==> config.mk <==
export PLATFORM = sky130hd
export DESIGN_NAME = ffba_ram
export DESIGN_NICKNAME = d
export VERILOG_FILES = /design/src/rtl/core/ffba_ram.sv
export SDC_FILE = /design/constraint.sdc
export NUM_CORES = 1
export LEC_CHECK = 0
export BUFFER_PORTS_ARGS = -buffer_cell sky130_fd_sc_hd__buf_2
export CAP_MARGIN = 20
export CORE_UTILIZATION = 30
export DETAILED_ROUTE_END_ITERATION = 10
export GPL_TIMING_DRIVEN = 0
export PLACE_DENSITY = 0.47
export SLEW_MARGIN = 20
export SYNTH_ARGS = -nofsm -noshare
export SYNTH_HDL_FRONTEND = slang
export SYNTH_SLANG_ARGS = --single-unit
==> constraint.sdc <==
create_clock -name clk -period 2.42 [get_ports clk]
set_input_delay 0.726 -clock clk [delete_from_list [all_inputs] [get_ports clk]]
set_output_delay 0.726 -clock clk [all_outputs]
set_load 0.01 [all_outputs]
==> src/rtl/core/ffba_ram.sv <==
// generic simple dual-port ram with registered read
`default_nettype none

module ffba_ram #(
    parameter int WIDTH = 8,
    parameter int DEPTH = 16
) (
    input  wire                     clk,
    input  wire                     we,
    input  wire [$clog2(DEPTH)-1:0] waddr,
    input  wire [WIDTH-1:0]         wdata,
    input  wire [$clog2(DEPTH)-1:0] raddr,
    output logic [WIDTH-1:0]        rdata
);

    logic [WIDTH-1:0] mem [DEPTH];

    always_ff @(posedge clk)
    begin
        if (we)
        begin
            mem[waddr] <= wdata;
        end
        rdata <= mem[raddr];
    end

endmodule

`default_nettype wire

=== Yosys cells after proc, flatten, opt, wreduce, memory -nomap -nowiden ===
Memory sizes are Yosys's and may differ from the RTL's. A register that Yosys moved wholly into a read port is not among the register bits.
Cells that the tools add are included.

* Flip-flop bits (word level): 0
* RAM bits: 128
* Input bits: 18
* Output and inout bits: 8
* Memories kept: 1

{| class="wikitable"
|+ Memories
! memory !! words !! width !! rd ports !! clocked after Yosys merged registers in !! wr ports !! RTL line !! source
|-
| mem || 16 || 8 || 1 || 1 || 1 || 16 || <nowiki>logic [WIDTH-1:0] mem [DEPTH];</nowiki>
|}

* Muxes and demuxes: 2

{| class="wikitable"
|+ Operators with widths
! cell !! number
|-
| $mux W1 || 2
|}

=== Depth between registers and ports, before layout ===
* Word-level depth: 2
* Depth in mapped cells: 5
* Depth with buffers taken out: 3

=== Least setup slack after synthesis ===
Ideal clock, no wire load.

* Kind: input to register
* Start point: in waddr[2]
* End point: mem mem[0][0], enable pin
* Setup time: 383 ps
* Arrival: 1836 ps
* Setup slack: 201 ps
* Stages on the path: 2
* Path through: or3b_2 > nor3_1

{| class="wikitable"
|+ RTL lines
! element !! RTL line !! source
|-
| from (decl) || 10 || <nowiki>input wire [$clog2(DEPTH)-1:0] waddr,</nowiki>
|-
| to (decl) || 16 ||
|}

Straight into the memory's write port.

=== Worst setup path in the final report ===
* Start point: in waddr[2]
* End point: mem mem[3][3], enable pin

Straight into the memory's write port.

==> metrics <==
status=completed; post-CTS resize count=0; CP top delay family=simple AND/OR/NAND/NOR gates; Cells after Synth=229; CTS root buf=clkbuf_16; htree depth=4; mux cell area share after synthesis=15.0%; CP max stage delay=0.69 ns; layout cells sized above 1=28.7%; Critical Path End Type=flip-flop; CTS tree=done; Starting DRT DRC Count=176; clk_lat worst skew=0.41 ns; CP Class=in2reg; diode count=0; Initial Utilization=30.9%; syn avg cell area=22.5 um2; Ports=26; Post-DP Area=5570 um2; simple-gate portion of the synthesized area=3.18%; total clock sinks=136; via count=2,365; r2r endpoint=rdata[7]; Hold-fix buffers, CTS=0; Fin. Hold Viols=0; post-synthesis register bit count=136; commonest non-fill, non-tap cell in the layout=edfxtp_1; post-CTS setup buffer count=0; Max Freq=490 MHz; drt wl/cell=21.3 um; internal power=4150 uW; FF/Latch Area=4000 um2; slew margin rel.=40.8%; Crit-path slowest cell=nor2_1; die span in x=133 um; most frequent cells in the layout=edfxtp_1, buf_2, mux4_2; Worst Skew=0.00556 ns; P_leak=0.00201 uW; Final #Nets=291; syn_nets=247; antenna viol nets, final=0; gr ovfl total=0; xor/xnor share of the synthesized area=0%; area of the multi-input gates=1080 um2; DRC Markers=0; Final Cell Area=6100 um2; register area share after synthesis=77.8%; Critical Path Fanout Max=8; hold_sp=mem[8][3]; R2R cell count=3; RSZ-0062 raised after global routing=no; initial antenna violation count=0; compound-cell area share of the yosys netlist=2.33%; Hold WS=0.679 ns; first-pass GRT wire length=15.9 mm; Flop pwr share=51.1%; Post-Syn Area=5150 um2; worst vdd ir=509 uV; startpoint types=input port; fill cell count=1,538; largest family of logic cells by synthesized area=multiplexers; CP required=2.45 ns; Total Power=5180 uW; die area=17,700 um2; DP HPWL=6.90 mm; Core ar.=16,600 um2; number of CTS-inserted buffers=17; GRT Total Usage=13.3%; vias per inst=4.67; number of global-route vias before repair=2,521; Switch Pwr=1030 uW; Tcrit/Tclk final=84.4%; crit path DAT=2.07 ns; Post-Synth Adder-Cell Area=0%; Switching Share=19.9%; synthesis-to-layout area growth=18.4%; First-pass DRT Iterations=4; Die H=133 um; Routed WL=10.8 mm; CTS Buffer Depth=2; pin count of the biggest net entering global routing=17; endpoints failing setup=0; Worst-Margin Slew=0.885 ns; Max Transition Viols Final=0; WHS Endpoint=rdata[3]; reg-to-reg critical path startpoint=mem[5][7]; CTS clk-pin slew, worst paths=0.05 ns; Worst path depth=3; Comb pwr share=5.1%; # rows=47; worst-path cell chain=buf_2, or3b_2, nor2_1; post-synth cell types=19; max cap viols=0; CP bufs+invs=1; clock share of power=43.9%; IO Port Bufs=24; Ys Warns=0; Hold Crit Depth=3; class of the worst hold path=reg2reg; global placer's final weighted congestion=0.690; cell area power density=850 nW/um2; Period minus WS final=2.04 ns; r2r setup slk=1.00 ns
==> metrics by stage <==
| step | utilization (%) | instances | worst slack (ns) | TNS, ns |
|---|---|---|---|---|
| floorplan | - | 229 | 0.201 | 0 |
| global placement | 33.3 | 473 | -0.506 | -7.42 |
| detailed placement | 33.5 | 474 | -0.0908 | -1.04 |
| CTS | 36.6 | 506 | 0.344 | 0 |
| global route | 36.6 | 506 | 0.337 | 0 |
| finish | 36.6 | 506 | 0.378 | 0 |
==> worst reg2reg max path, stage by stage, from the launching register on <==
cell	delay, ns
edfxtp_1	0.37
mux4_2	0.50
a22oi_1	0.33
nand2_1	0.10
==> flip-flops by register name, indices dropped and copies added (netlist names) <==
signal,count
mem,128
rdata,8
==> power by group through the flow <==
stage	clock, uW	sequential [uW]	combinational [uW]
after floorplan	0	2700	134
after global placement	0	2690	265
after detailed placement	0	2690	271
after CTS	2310	2650	272
after global routing	2430	2650	286
final	2270	2650	263
==> layer usage <==
layer	track usage (%)	vias to the layer above	part of all wire (%)
met1	16.9	1245	44
met3	2.87	15	3.8
met4	6.70	0	1.9
met5	0	-	0
met2	21.4	43	50
li1	-	1062	-
==> worst max path at each step <==
stage              from         to  slack (ns)
4_1_cts        waddr[2]  mem[3][3]        0.34
3_5_place_dp   waddr[2]  mem[3][4]       -0.09
6_report       waddr[2]  mem[3][3]        0.38
5_1_grt        waddr[2]  mem[3][3]        0.34
3_3_place_gp   waddr[2]  mem[0][4]       -0.51
2_1_floorplan  waddr[2]  mem[0][0]        0.20
==> cells in the mapped netlist <==
cell type        count  area (um2)
nand3_1              1        5.00
clkdlybuf4s25_2      3        30.0
and2_1               1        6.26
or3b_2               1        8.76
buf_6                3        33.8
nand2b_1             2        12.5
buf_4                1        7.51
dfxtp_1              8         160
nor2_1              13        48.8
nand3b_1             2        15.0
nand2_1              9        33.8
buf_2                3        15.0
mux4_1              14         368
edfxtp_1           128        3840
mux4_2              18         405
and2b_1              1        7.51
nor3_1               4        20.0
a22oi_1             16         120
nor2b_1              1        6.26
==> cell families (layout without fill, tap and decap cells) <==
| kind of cell | after synthesis | count (layout) |
|---|---|---|
| AOI/OAI and AO/OA | 16 | 16 |
| buffers and inverters | 10 | 67 |
| DFF | 136 | 136 |
| muxes | 32 | 32 |
| and+or+nand+nor | 35 | 35 |
==> layout make-up <==
cell class	count	share of cell area, %
repair buffers	25	2.09
well taps	220	4.52
multi-input cells	83	17.7
clock inverters	3	0.246
clock buffers	29	8.37
plain buffers	10	1.42
flip-flops and latches	136	65.7
No activity file was read; power rests on OpenSTA's default activity.
